## config.mk

```make
export PLATFORM = sky130hd
export DESIGN_NAME = audio_bandpass_cleanup
export DESIGN_NICKNAME = d
export VERILOG_FILES = /design/src/abpc_pkg.sv /design/src/audio_bandpass_cleanup.sv
export SDC_FILE = /design/constraint.sdc
export NUM_CORES = 2
export LEC_CHECK = 0
export ABC_CLOCK_PERIOD_IN_PS = 31000
export BUFFER_PORTS_ARGS = -buffer_cell sky130_fd_sc_hd__buf_2
export CAP_MARGIN = 20
export CORE_ASPECT_RATIO = 1.1
export CORE_MARGIN = 1.5
export CORE_UTILIZATION = 34
export CTS_BUF_LIST = sky130_fd_sc_hd__clkbuf_4 sky130_fd_sc_hd__clkbuf_8
export DETAILED_ROUTE_END_ITERATION = 10
export PLACE_DENSITY_LB_ADDON = 0.05
export SYNTH_ARGS = -nofsm -noshare
export SYNTH_HDL_FRONTEND = slang
export SYNTH_SLANG_ARGS = --single-unit
```

## constraint.sdc

```tcl
create_clock -name clk_i -period 31 [get_ports clk_i]
set_input_delay 6.2 -clock clk_i [delete_from_list [all_inputs] [get_ports clk_i]]
set_output_delay 6.2 -clock clk_i [all_outputs]
set_load 0.03 [all_outputs]
```

## src/abpc_pkg.sv

```systemverilog
// ----------------------------------------------------------------------------
// abpc_pkg
// Types, constants and helpers for the high-pass / low-pass clean-up filter.
// ----------------------------------------------------------------------------
`default_nettype none

package abpc_pkg;

  // clip tail and short-clip limits
  localparam logic [23:0] MUTE_TAIL_MAX    = 24'd48000;
  localparam logic [23:0] MIN_CLIP_SAMPLES = 24'd100;

  localparam int GRID_W = 48;
  localparam int COEF_W = 34;
  localparam int OPND_W = 25;
  localparam int PROD_W = COEF_W + OPND_W;
  localparam int PART_W = PROD_W - 24;
  localparam int TERM_W = PROD_W - 4;
  localparam int SUM_W  = GRID_W + 9;

  typedef logic signed [GRID_W-1:0] grid_t;
  typedef logic signed [COEF_W-1:0] coef_t;
  typedef logic signed [OPND_W-1:0] opnd_t;
  typedef logic signed [PROD_W-1:0] prod_t;
  typedef logic signed [PART_W-1:0] part_t;
  typedef logic signed [TERM_W-1:0] term_t;
  typedef logic signed [SUM_W-1:0]  sum_t;

  localparam grid_t GRID_MAX = 48'sh7FFF_FFFF_FFFF;
  localparam grid_t GRID_MIN = 48'sh8000_0000_0000;

  localparam prod_t ROUND_HALF = prod_t'(64'sd134217728);

  localparam grid_t OUT_MAX_GRID = 48'sd2147418112;
  localparam grid_t OUT_MIN_GRID = -48'sd2147483648;

  typedef enum logic [1:0] {
    ST_IDLE,
    ST_RUN,
    ST_WRITE
  } abpc_state_e;

  // one biquad pass of the shared multiplier
  typedef enum logic [3:0] {
    STEP_B0_LO,
    STEP_B0_HI,
    STEP_B1_LO,
    STEP_B1_HI,
    STEP_A1_LO,
    STEP_A1_HI,
    STEP_A2_LO,
    STEP_A2_HI,
    STEP_T3,
    STEP_D2
  } step_e;

  typedef enum logic [2:0] {
    CFG_HP_B0,
    CFG_HP_A1,
    CFG_HP_A2,
    CFG_LP_B0,
    CFG_LP_A1,
    CFG_LP_A2,
    CFG_CLIP_LEN
  } cfg_idx_e;

  typedef struct packed {
    logic accept;
    logic run;
    logic write;
  } ctrl_t;

  function automatic grid_t sat48(input sum_t v);
    grid_t r;
    if (v > sum_t'(GRID_MAX)) begin
      r = GRID_MAX;
    end else if (v < sum_t'(GRID_MIN)) begin
      r = GRID_MIN;
    end else begin
      r = v[GRID_W-1:0];
    end
    return r;
  endfunction

endpackage

`default_nettype wire

```

## src/audio_bandpass_cleanup.sv

```systemverilog
// ----------------------------------------------------------------------------
// audio_bandpass_cleanup
// High-pass then low-pass biquad on 16-bit PCM, clamped, with a zeroed clip tail.
// ----------------------------------------------------------------------------
//  channel  | handshake                 | payload
//  ---------+---------------------------+--------------------------------------
//  input    | in_valid_i / in_stall_o   | in_sample_i
//  output   | out_valid_o / out_stall_i | out_sample_o, last_of_clip_o
//  config   | cfg_valid_i / cfg_ready_o | cfg_index_i, cfg_data_i
//
//  a filtered item runs 20 sequencer steps between accept and result load:
//  16 passes of the one 34x25 multiplier, two per product, and four steps
//  that take the last term and update d2; a short clip skips the steps
//  the result register frees the input side while a result waits under
//  out_stall_i; a second finished item holds until that result is taken
//  reset is asynchronous and clears filter state, position, clip length and valid
`default_nettype none

module audio_bandpass_cleanup
  import abpc_pkg::*;
(
  input  wire logic               clk_i,
  input  wire logic               rst_ni,
  input  wire logic               in_valid_i,
  output      logic               in_stall_o,
  input  wire logic signed [15:0] in_sample_i,
  output      logic               out_valid_o,
  input  wire logic               out_stall_i,
  output      logic signed [15:0] out_sample_o,
  output      logic               last_of_clip_o,
  input  wire logic               cfg_valid_i,
  output      logic               cfg_ready_o,
  input  wire logic [2:0]         cfg_index_i,
  input  wire logic [31:0]        cfg_data_i
);

  abpc_state_e state_q, state_d;
  ctrl_t       ctrl;
  step_e       step_q;
  logic        stage_q;

  logic signed [31:0] hp_b0_q, hp_a1_q, hp_a2_q, lp_b0_q, lp_a1_q, lp_a2_q;
  logic [23:0]        clip_len_q;

  grid_t hp_d1_q, hp_d2_q, lp_d1_q, lp_d2_q;
  grid_t x_q, y_q;
  term_t bx_q, t1_q, t2_q, t3_q;
  prod_t prod_q;
  part_t part_q;
  logic [23:0]        pos_q;
  logic signed [15:0] sample_q;
  logic               short_q, tail_q, last_q;

  logic               out_valid_q, out_last_q;
  logic signed [15:0] out_sample_q;

  // configuration
  assign cfg_ready_o = 1'b1;

  always_ff @(posedge clk_i or negedge rst_ni) begin
    if (!rst_ni) begin
      hp_b0_q    <= 32'sd262537392;
      hp_a1_q    <= -32'sd524945132;
      hp_a2_q    <= 32'sd256768446;
      lp_b0_q    <= 32'sd203220136;
      lp_a1_q    <= 32'sd390358572;
      lp_a2_q    <= 32'sd154085441;
      clip_len_q <= 24'd0;
    end else if (cfg_valid_i && cfg_ready_o) begin
      unique case (cfg_idx_e'(cfg_index_i))
        CFG_HP_B0:    hp_b0_q    <= cfg_data_i;
        CFG_HP_A1:    hp_a1_q    <= cfg_data_i;
        CFG_HP_A2:    hp_a2_q    <= cfg_data_i;
        CFG_LP_B0:    lp_b0_q    <= cfg_data_i;
        CFG_LP_A1:    lp_a1_q    <= cfg_data_i;
        CFG_LP_A2:    lp_a2_q    <= cfg_data_i;
        CFG_CLIP_LEN: clip_len_q <= cfg_data_i[23:0];
        default: ;
      endcase
    end
  end

  // clip position decode
  logic [23:0] half_len, sil_len, tail_start;
  logic        last_now, short_now, tail_now, out_free, run_done;

  assign half_len   = {1'b0, clip_len_q[23:1]};
  assign sil_len    = (half_len > MUTE_TAIL_MAX) ? MUTE_TAIL_MAX : half_len;
  assign tail_start = clip_len_q - sil_len;
  assign last_now   = ({1'b0, pos_q} + 25'd1) >= {1'b0, clip_len_q};
  assign short_now  = clip_len_q < MIN_CLIP_SAMPLES;
  assign tail_now   = pos_q >= tail_start;
  assign out_free   = !out_valid_q || !out_stall_i;
  assign run_done   = stage_q && (step_q == STEP_D2);

  // sequencer
  always_comb begin
    state_d = state_q;
    unique case (state_q)
      ST_IDLE: begin
        if (in_valid_i) begin
          state_d = short_now ? ST_WRITE : ST_RUN;
        end
      end
      ST_RUN: begin
        if (run_done) begin
          state_d = ST_WRITE;
        end
      end
      ST_WRITE: begin
        if (out_free) begin
          state_d = ST_IDLE;
        end
      end
      default: state_d = ST_IDLE;
    endcase
  end

  always_comb begin
    in_stall_o  = 1'b1;
    ctrl.accept = 1'b0;
    ctrl.run    = 1'b0;
    ctrl.write  = 1'b0;
    unique case (state_q)
      ST_IDLE: begin
        in_stall_o  = 1'b0;
        ctrl.accept = in_valid_i;
      end
      ST_RUN: begin
        ctrl.run = 1'b1;
      end
      ST_WRITE: begin
        ctrl.write = out_free;
      end
      default: ;
    endcase
  end

  always_ff @(posedge clk_i or negedge rst_ni) begin
    if (!rst_ni) begin
      state_q <= ST_IDLE;
      step_q  <= STEP_B0_LO;
      stage_q <= 1'b0;
    end else begin
      state_q <= state_d;
      if (ctrl.accept) begin
        step_q  <= STEP_B0_LO;
        stage_q <= 1'b0;
      end else if (ctrl.run) begin
        if (step_q == STEP_D2) begin
          step_q  <= STEP_B0_LO;
          stage_q <= 1'b1;
        end else begin
          step_q <= step_e'(step_q + 4'd1);
        end
      end
    end
  end

  // shared multiplier operands
  logic signed [31:0] cur_b0, cur_a1, cur_a2;
  grid_t cur_d1, cur_d2, op_v;
  coef_t b0_ext, b1_ext, op_c;
  opnd_t op_b;
  logic  use_y, use_hi;
  prod_t mul_res, rnd, fin;
  term_t term;

  assign cur_b0 = stage_q ? lp_b0_q : hp_b0_q;
  assign cur_a1 = stage_q ? lp_a1_q : hp_a1_q;
  assign cur_a2 = stage_q ? lp_a2_q : hp_a2_q;
  assign cur_d1 = stage_q ? lp_d1_q : hp_d1_q;
  assign cur_d2 = stage_q ? lp_d2_q : hp_d2_q;
  assign b0_ext = coef_t'(cur_b0);
  // b1 is -2*b0 for the high-pass and +2*b0 for the low-pass
  assign b1_ext = stage_q ? (b0_ext <<< 1) : -(b0_ext <<< 1);

  always_comb begin
    op_c   = b0_ext;
    use_y  = 1'b0;
    use_hi = 1'b0;
    unique case (step_q)
      STEP_B0_LO: op_c = b0_ext;
      STEP_B0_HI: begin
        op_c   = b0_ext;
        use_hi = 1'b1;
      end
      STEP_B1_LO: op_c = b1_ext;
      STEP_B1_HI: begin
        op_c   = b1_ext;
        use_hi = 1'b1;
      end
      STEP_A1_LO: begin
        op_c  = coef_t'(cur_a1);
        use_y = 1'b1;
      end
      STEP_A1_HI: begin
        op_c   = coef_t'(cur_a1);
        use_y  = 1'b1;
        use_hi = 1'b1;
      end
      STEP_A2_LO: begin
        op_c  = coef_t'(cur_a2);
        use_y = 1'b1;
      end
      STEP_A2_HI: begin
        op_c   = coef_t'(cur_a2);
        use_y  = 1'b1;
        use_hi = 1'b1;
      end
      default: ;
    endcase
  end

  assign op_v    = use_y ? y_q : x_q;
  assign op_b    = use_hi ? {op_v[47], op_v[47:24]} : {1'b0, op_v[23:0]};
  assign mul_res = op_c * op_b;
  // low partial product with rounding, folded to the high product's grid
  assign rnd     = prod_q + ROUND_HALF;
  assign fin     = prod_q + prod_t'(part_q);
  assign term    = fin[PROD_W-1:4];

  always_ff @(posedge clk_i) begin
    prod_q <= mul_res;
    part_q <= rnd[PROD_W-1:24];
  end

  // datapath registers
  always_ff @(posedge clk_i) begin
    if (ctrl.accept) begin
      x_q      <= {{16{in_sample_i[15]}}, in_sample_i, 16'd0};
      sample_q <= in_sample_i;
      short_q  <= short_now;
      tail_q   <= tail_now;
      last_q   <= last_now;
    end else if (ctrl.run) begin
      unique case (step_q)
        STEP_B1_LO: bx_q <= term;
        STEP_B1_HI: y_q  <= sat48(sum_t'(bx_q) + sum_t'(cur_d1));
        STEP_A1_LO: t1_q <= term;
        STEP_A2_LO: t2_q <= term;
        STEP_T3:    t3_q <= term;
        STEP_D2: begin
          if (!stage_q) begin
            x_q <= y_q;
          end
        end
        default: ;
      endcase
    end
  end

  // filter state and clip position
  grid_t d1_new, d2_new;

  assign d1_new = sat48(sum_t'(t1_q) - sum_t'(t2_q) + sum_t'(cur_d2));
  assign d2_new = sat48(sum_t'(bx_q) - sum_t'(t3_q));

  always_ff @(posedge clk_i or negedge rst_ni) begin
    if (!rst_ni) begin
      hp_d1_q <= '0;
      hp_d2_q <= '0;
      lp_d1_q <= '0;
      lp_d2_q <= '0;
      pos_q   <= 24'd0;
    end else begin
      if (ctrl.accept) begin
        pos_q <= last_now ? 24'd0 : pos_q + 24'd1;
      end
      if (ctrl.write && last_q) begin
        hp_d1_q <= '0;
        hp_d2_q <= '0;
        lp_d1_q <= '0;
        lp_d2_q <= '0;
      end else if (ctrl.run && (step_q == STEP_A2_HI)) begin
        if (stage_q) begin
          lp_d1_q <= d1_new;
        end else begin
          hp_d1_q <= d1_new;
        end
      end else if (ctrl.run && (step_q == STEP_D2)) begin
        if (stage_q) begin
          lp_d2_q <= d2_new;
        end else begin
          hp_d2_q <= d2_new;
        end
      end
    end
  end

  // clamp and truncate toward zero
  logic signed [15:0] clamped, result;

  always_comb begin
    priority if (y_q > OUT_MAX_GRID) begin
      clamped = 16'sd32767;
    end else if (y_q < OUT_MIN_GRID) begin
      clamped = -16'sd32768;
    end else if (!y_q[47] || (y_q[15:0] == 16'd0)) begin
      clamped = y_q[31:16];
    end else begin
      clamped = y_q[31:16] + 16'sd1;
    end
  end

  always_comb begin
    priority if (short_q) begin
      result = sample_q;
    end else if (tail_q) begin
      result = 16'sd0;
    end else begin
      result = clamped;
    end
  end

  // result register
  always_ff @(posedge clk_i or negedge rst_ni) begin
    if (!rst_ni) begin
      out_valid_q <= 1'b0;
    end else if (ctrl.write) begin
      out_valid_q <= 1'b1;
    end else if (!out_stall_i) begin
      out_valid_q <= 1'b0;
    end
  end

  always_ff @(posedge clk_i) begin
    if (ctrl.write) begin
      out_sample_q <= result;
      out_last_q   <= last_q;
    end
  end

  assign out_valid_o    = out_valid_q;
  assign out_sample_o   = out_sample_q;
  assign last_of_clip_o = out_last_q;

endmodule

`default_nettype wire

```

Yosys cells after proc, flatten, opt, wreduce, memory -nomap -nowiden
Index checks and enable logic that the tools add are counted.
{"block": "totals", "regBits": 886, "inputBits": 56, "out_inout_bits": 20, "word_cells": 182}
{"block": "classes", "n_addsub": 12, "mul": 1, "magnitude_cmp": 12, "eq_ne": 24, "mux": 58, "bitwise_logic": 2, "reduce_logical": 42}
{"operator": "48-bit 2-to-1 mux", "n": 26}
{"operator": "56-bit by 48-bit > comparator with 1-bit output (second input constant)", "n": 2}
{"operator": "56-bit by 48-bit < comparator with 1-bit output (second input constant)", "n": 2}
{"operator": "55-bit by 55-bit subtractor with 56-bit output", "n": 2}
{"operator": "34-bit case mux with 3 select lines", "n": 1}
{"operator": "32-bit 2-to-1 mux", "n": 3}
{"operator": "16-bit 2-to-1 mux", "n": 5}
{"operator": "59-bit by 29-bit adder with 59-bit output (second input constant)", "n": 1}
{"operator": "59-bit by 35-bit adder with 59-bit output", "n": 1}
{"operator": "34-bit by 25-bit multiplier with 59-bit output", "n": 1}
{"operator": "56-bit by 48-bit adder with 57-bit output", "n": 1}
{"operator": "57-bit by 48-bit > comparator with 1-bit output (second input constant)", "n": 1}
{"operator": "57-bit by 48-bit < comparator with 1-bit output (second input constant)", "n": 1}
{"operator": "55-bit by 48-bit adder with 56-bit output", "n": 1}
{"operator": "48-bit by 32-bit > comparator with 1-bit output (second input constant)", "n": 1}
{"operator": "48-bit by 32-bit < comparator with 1-bit output (second input constant)", "n": 1}
{"operator": "34-bit 2-to-1 mux", "n": 1}
{"operator": "33-bit negation with 34-bit output", "n": 1}
{"operator": "3-bit AND reduction", "n": 10}
{"operator": "24-bit by 1-bit adder with 25-bit output (second input constant)", "n": 1}
{"operator": "25-bit by 24-bit greater-or-equal comparator with 1-bit output", "n": 1}
{"operator": "25-bit 2-to-1 mux", "n": 1}
{"operator": "24-bit by 1-bit adder with 24-bit output (second input constant)", "n": 1}
{"operator": "24-bit greater-or-equal comparator", "n": 1}
{"operator": "other kinds (33)", "n": 84}

Longest topological paths before layout
{"block": "logic_depth", "depth_word": 8, "depth_mapped": 46, "mapped_depth_nobuf": 41}

Least setup slack after synthesis
OpenSTA, ideal clock, no wires.
{"block": "synth_path", "path_kind": "reg-to-reg", "startpoint": "register stage_q", "endpoint": "register prod_q[58]", "setup_time_ps": 116, "arrival_ps": 10310, "required_time_ps": 30884, "setup_slack_ps": 20574, "path_stages_with_launch": 43, "n_path_buf": 6, "period_less_slack_ps": 10426, "cell_sequence": "dfrtp_1 > buf_6 > buf_8 > buf_2 > clkbuf_1 > mux2i_1 > ha_1 > o21ai_1 > nand3b_1 > or2_1 > buf_6 > or3_4 > nor3_2 > xor2_1 > nor2_1 > a21oi_1 > nor2_1 > o41a_1 > [... 7 more ...] > fa_1 > inv_1 > fa_1 > fa_1 > inv_1 > fa_1 > inv_1 > ha_1 > and3_1 > a221o_1 > a21o_1 > and4_1 > a311oi_1 > nor2_1 > a31oi_1 > o21ai_1 > or4_1 > and4_1"}
{"block": "synth_between", "elab_chain_len": 5, "elab_cells_between_ends": 7, "cone_classes": "add/sub: 1; mul: 1; mux: 5"}
{"element": "start, declared", "line_no": "audio_bandpass_cleanup.sv:40", "text": "logic stage_q;"}
{"element": "start signal, assigned", "line_no": "audio_bandpass_cleanup.sv:143", "text": "stage_q <= 1'b0;"}
{"element": "start signal, assigned", "line_no": "audio_bandpass_cleanup.sv:148", "text": "stage_q <= 1'b0;"}
{"element": "start signal, assigned", "line_no": "audio_bandpass_cleanup.sv:152", "text": "stage_q <= 1'b1;"}
{"element": "32-bit 2-to-1 mux", "line_no": "audio_bandpass_cleanup.sv:169", "text": "assign cur_b0 = stage_q ? lp_b0_q : hp_b0_q;"}
{"element": "33-bit negation with 34-bit output", "line_no": "audio_bandpass_cleanup.sv:176", "text": "assign b1_ext = stage_q ? (b0_ext <<< 1) : -(b0_ext <<< 1);"}
{"element": "34-bit 2-to-1 mux", "line_no": "audio_bandpass_cleanup.sv:176"}
{"element": "34-bit case mux with 3 select lines (*)", "line_no": "audio_bandpass_cleanup.sv:182", "text": "unique case (step_q)"}
{"element": "34-bit by 25-bit multiplier with 59-bit output (*)", "line_no": "audio_bandpass_cleanup.sv:217", "text": "assign mul_res = op_c * op_b;"}
{"element": "net mul_res[58]", "line_no": "audio_bandpass_cleanup.sv:166", "text": "prod_t mul_res, rnd, fin;"}
{"element": "end signal, assigned", "line_no": "audio_bandpass_cleanup.sv:224", "text": "prod_q <= mul_res;"}
{"element": "end, declared", "line_no": "audio_bandpass_cleanup.sv:48", "text": "prod_t prod_q;"}
The timed path passes the listed nets; every way through them passes the cells marked *.
A chain may end at the register's enable or synchronous reset.

Worst setup path in the final report
Same ends and word-level chain as after synthesis.

==> flow_metrics.tcl <==
set metrics [dict create \
    core_sq_um 239000 \
    drtPass1Iterations 7 \
    yosysSeqAreaShare 0.286 \
    slew_violations 0 \
    timing_hold_violations_final 0 \
    detail_route.wl_per_cell_um 25.6 \
    grt_pass1_vias 66100 \
    cp_max_fo 45 \
    cts_num_sinks 886 \
    critPathRequiredTime_ps 31850 \
    start_util 0.343 \
    setup_viol 0 \
    dpl-instance-area_sq_um 86300 \
    clockBufferDepth 3 \
    num_rows 188 \
    relSlewSlack 0.193 \
    ys_types 107 \
    fp.dieW_um 471 \
    clk_latency_ps 1020 \
    drc 0 \
    cts_resized 0 \
    grt_max_degree 70 \
    synth_edf_count 336 \
    gp_congestion 0.908 \
    root_buffer "clkbuf_8" \
    dp.cells 11300 \
    r2r_cells 35 \
    overflow 0 \
    dp_hpwl_mm 230 \
    startpoint_type "register" \
    slowest_delay_ps 810 \
    layout-drive-gt1-share 0.123 \
    synth_area_leaders "fa_1 23%, edfxtp_1 12%, dfrtp_1 11%" \
    synth_top_cell_by_area "fa_1" \
    synth_top_area_frac 0.226 \
    post_cts_buffers 0 \
    max_cap_violations 0 \
    yosys_warnings 0 \
    fmax_mhz 82.0 \
    antenna_found_initial 15 \
    wl_mm 299 \
    cts_tree "built" \
    cts_inserted_buffers 170 \
    nFillCells 24200 \
    hold_depth 0 \
    path_class "register to register" \
    crit_slowest_cell "o41ai_1" \
    rsz0062_at_grt "false" \
    grt_pass1_wl_mm 443 \
    arrival_ps 13050 \
    ant_nets 0 \
    io_buffers 74 \
    syn_area_sq_um 81900 \
    grt.total_usage 0.245 \
    dieArea_sq_um 244000 \
    viasPerCell 5.26 \
    setup_tns_ps 0 \
    cts_hold_buffers 0 \
    clock_skew_ps 81.1 \
    hold_path_class "register to register" \
    die_h_um 518 \
    crit_path_frequent_cell "fa_1" \
    utilization 0.377 \
    areaGrowthSynthToFinish_pct 10.1 \
    path_clk_slew_ps 60 \
    synth_cells 8358 \
    fin_nets 9825 \
    period_needed_ps 12200 \
    via_count 61400 \
    synth-seq-cells 886 \
    htree_num_levels 4 \
    final_cell_area_sq_um 90200 \
    outcome "complete, no violations" \
    worstMarginPinSlew_ps 1200 \
    dr.first_iter.drc_count 3561 \
    synth-async-reset-ratio 0.497 \
    synth_area_per_cell_sq_um 9.80 \
    ioPinCount 76 \
    stdcell_count 11700 \
    end_kind "register" \
    ys.flop_type "dfrtp_1" \
    fin_crit_sh 0.394 \
]
==> through the flow <==
step	hold WS [ps]	setup WS (ps)
after floorplan	337	20570
after global placement	439	19110
after detailed placement	438	18900
after CTS	403	18880
after global routing	420	18000
final	420	18800
==> cells by family (layout without fill, tap and decap cells) <==
logic type | after synthesis | after routing | synth area share
mux | 450 | 450 | 0.0628
fa+ha+maj | 1381 | 1381 | 0.296
simple gates | 2132 | 2132 | 0.115
flops | 886 | 886 | 0.286
xor+xnor | 375 | 375 | 0.0401
compound gates | 1485 | 1485 | 0.123
other cells | 1 | 16 | 0.0000458
buf+inv | 1648 | 1815 | 0.0774
==> critical path: cells and delay by family, from the launching register on <==
| kind | cells | cell delay, ps |
|---|---|---|
| flip-flops | 1 | 650 |
| multiplexers | 2 | 890 |
| adder cells (fa/ha/maj) | 9 | 4280 |
| AND/OR/NAND/NOR | 11 | 2560 |
| buffers and inverters | 5 | 930 |
| AO/OA/AOI/OAI | 7 | 2660 |
| XOR/XNOR | 1 | 80 |
==> area by class of cell <==
type	count	area (sq um)	share of cell area
clock buffer	261	3200	0.0355
clock inverter	55	654	0.00726
multi-input combinational	5831	52700	0.584
sequential	886	23400	0.260
inverter	1279	4800	0.0532
antenna	8	20.0	0.000222
timing repair buffer	220	1510	0.0167
tap	3135	3920	0.0435
==> flip-flops by register name, indices dropped and copies added (netlist names), 35 cells and up <==
register / cells
hp_d1_q: 48
lp_d1_q: 48
x_q: 48
lp_d2_q: 48
prod_q: 59
hp_d2_q: 48
t1_q: 55
part_q: 35
t3_q: 55
y_q: 48
t2_q: 55
bx_q: 55
==> Yosys cell counts, drive strengths merged, types with 43 or more instances <==
library cell  instances
nand2               741
and3                 48
buf                  78
mux2i               143
dfxtp               110
o21a                 47
dfrtp               357
dfstp                83
edfxtp              336
o21ai               278
inv                1277
ha                  457
nand4                79
nor2b                51
a31oi                43
nor3                 76
nand3               102
xor2                144
and2                 49
a21oi               402
a211oi              109
fa                  924
o21bai               51
nand2b               67
xnor2               231
clkbuf              291
a221o               103
nor2                790
a21o                190
mux2                284
==> placed cells by master (no fill, tap or decap), types with 23 or more instances in the layout <==
cell,instances
clkinv_2,23
buf_4,142
mux4_2,23
clkbuf_4,62
a221o_1,103
buf_2,73
fa_1,923
xor2_1,144
o211ai_1,24
nor3_1,70
edfxtp_1,336
clkbuf_8,199
or3_1,27
dfxtp_1,110
nor2b_1,50
nor4_1,30
xnor2_1,231
a21o_1,190
o21bai_1,51
a31oi_1,40
mux2i_1,130
inv_1,1276
nand3_1,102
o21a_1,47
dfrtp_1,354
ha_1,457
and2_1,48
dfstp_2,83
nand2_1,731
a21oi_1,397
a22o_1,42
and3_1,48
mux2_2,283
nand2b_1,67
a211oi_1,105
o21ai_0,259
nand4_1,79
nor2_1,777
==> path summary, 6_finish.rpt <==
path	start	to	slack (ps)
hold reg to reg	prod_q[26]	part_q[2]	420
max in group asynchronous	rst_ni	hp_d1_q[0]	23800
hold / removal	prod_q[26]	part_q[2]	420
setup / recovery	stage_q	prod_q[58]	18800
setup reg to reg	stage_q	prod_q[58]	18800
min in group asynchronous	rst_ni	lp_d1_q[38]	5110
==> routing by layer <==
metal	routed length [um]	up-vias	global-route usage
met1	123000	31800	0.296
met4	11700	4	0.0896
met3	9860	502	0.0266
li1	-	27900	-
met2	154000	1270	0.445
met5	26	-	0
Power is not shown: default switching activity piles up to over one toggle a cycle in this logic, so the estimate is an artifact.
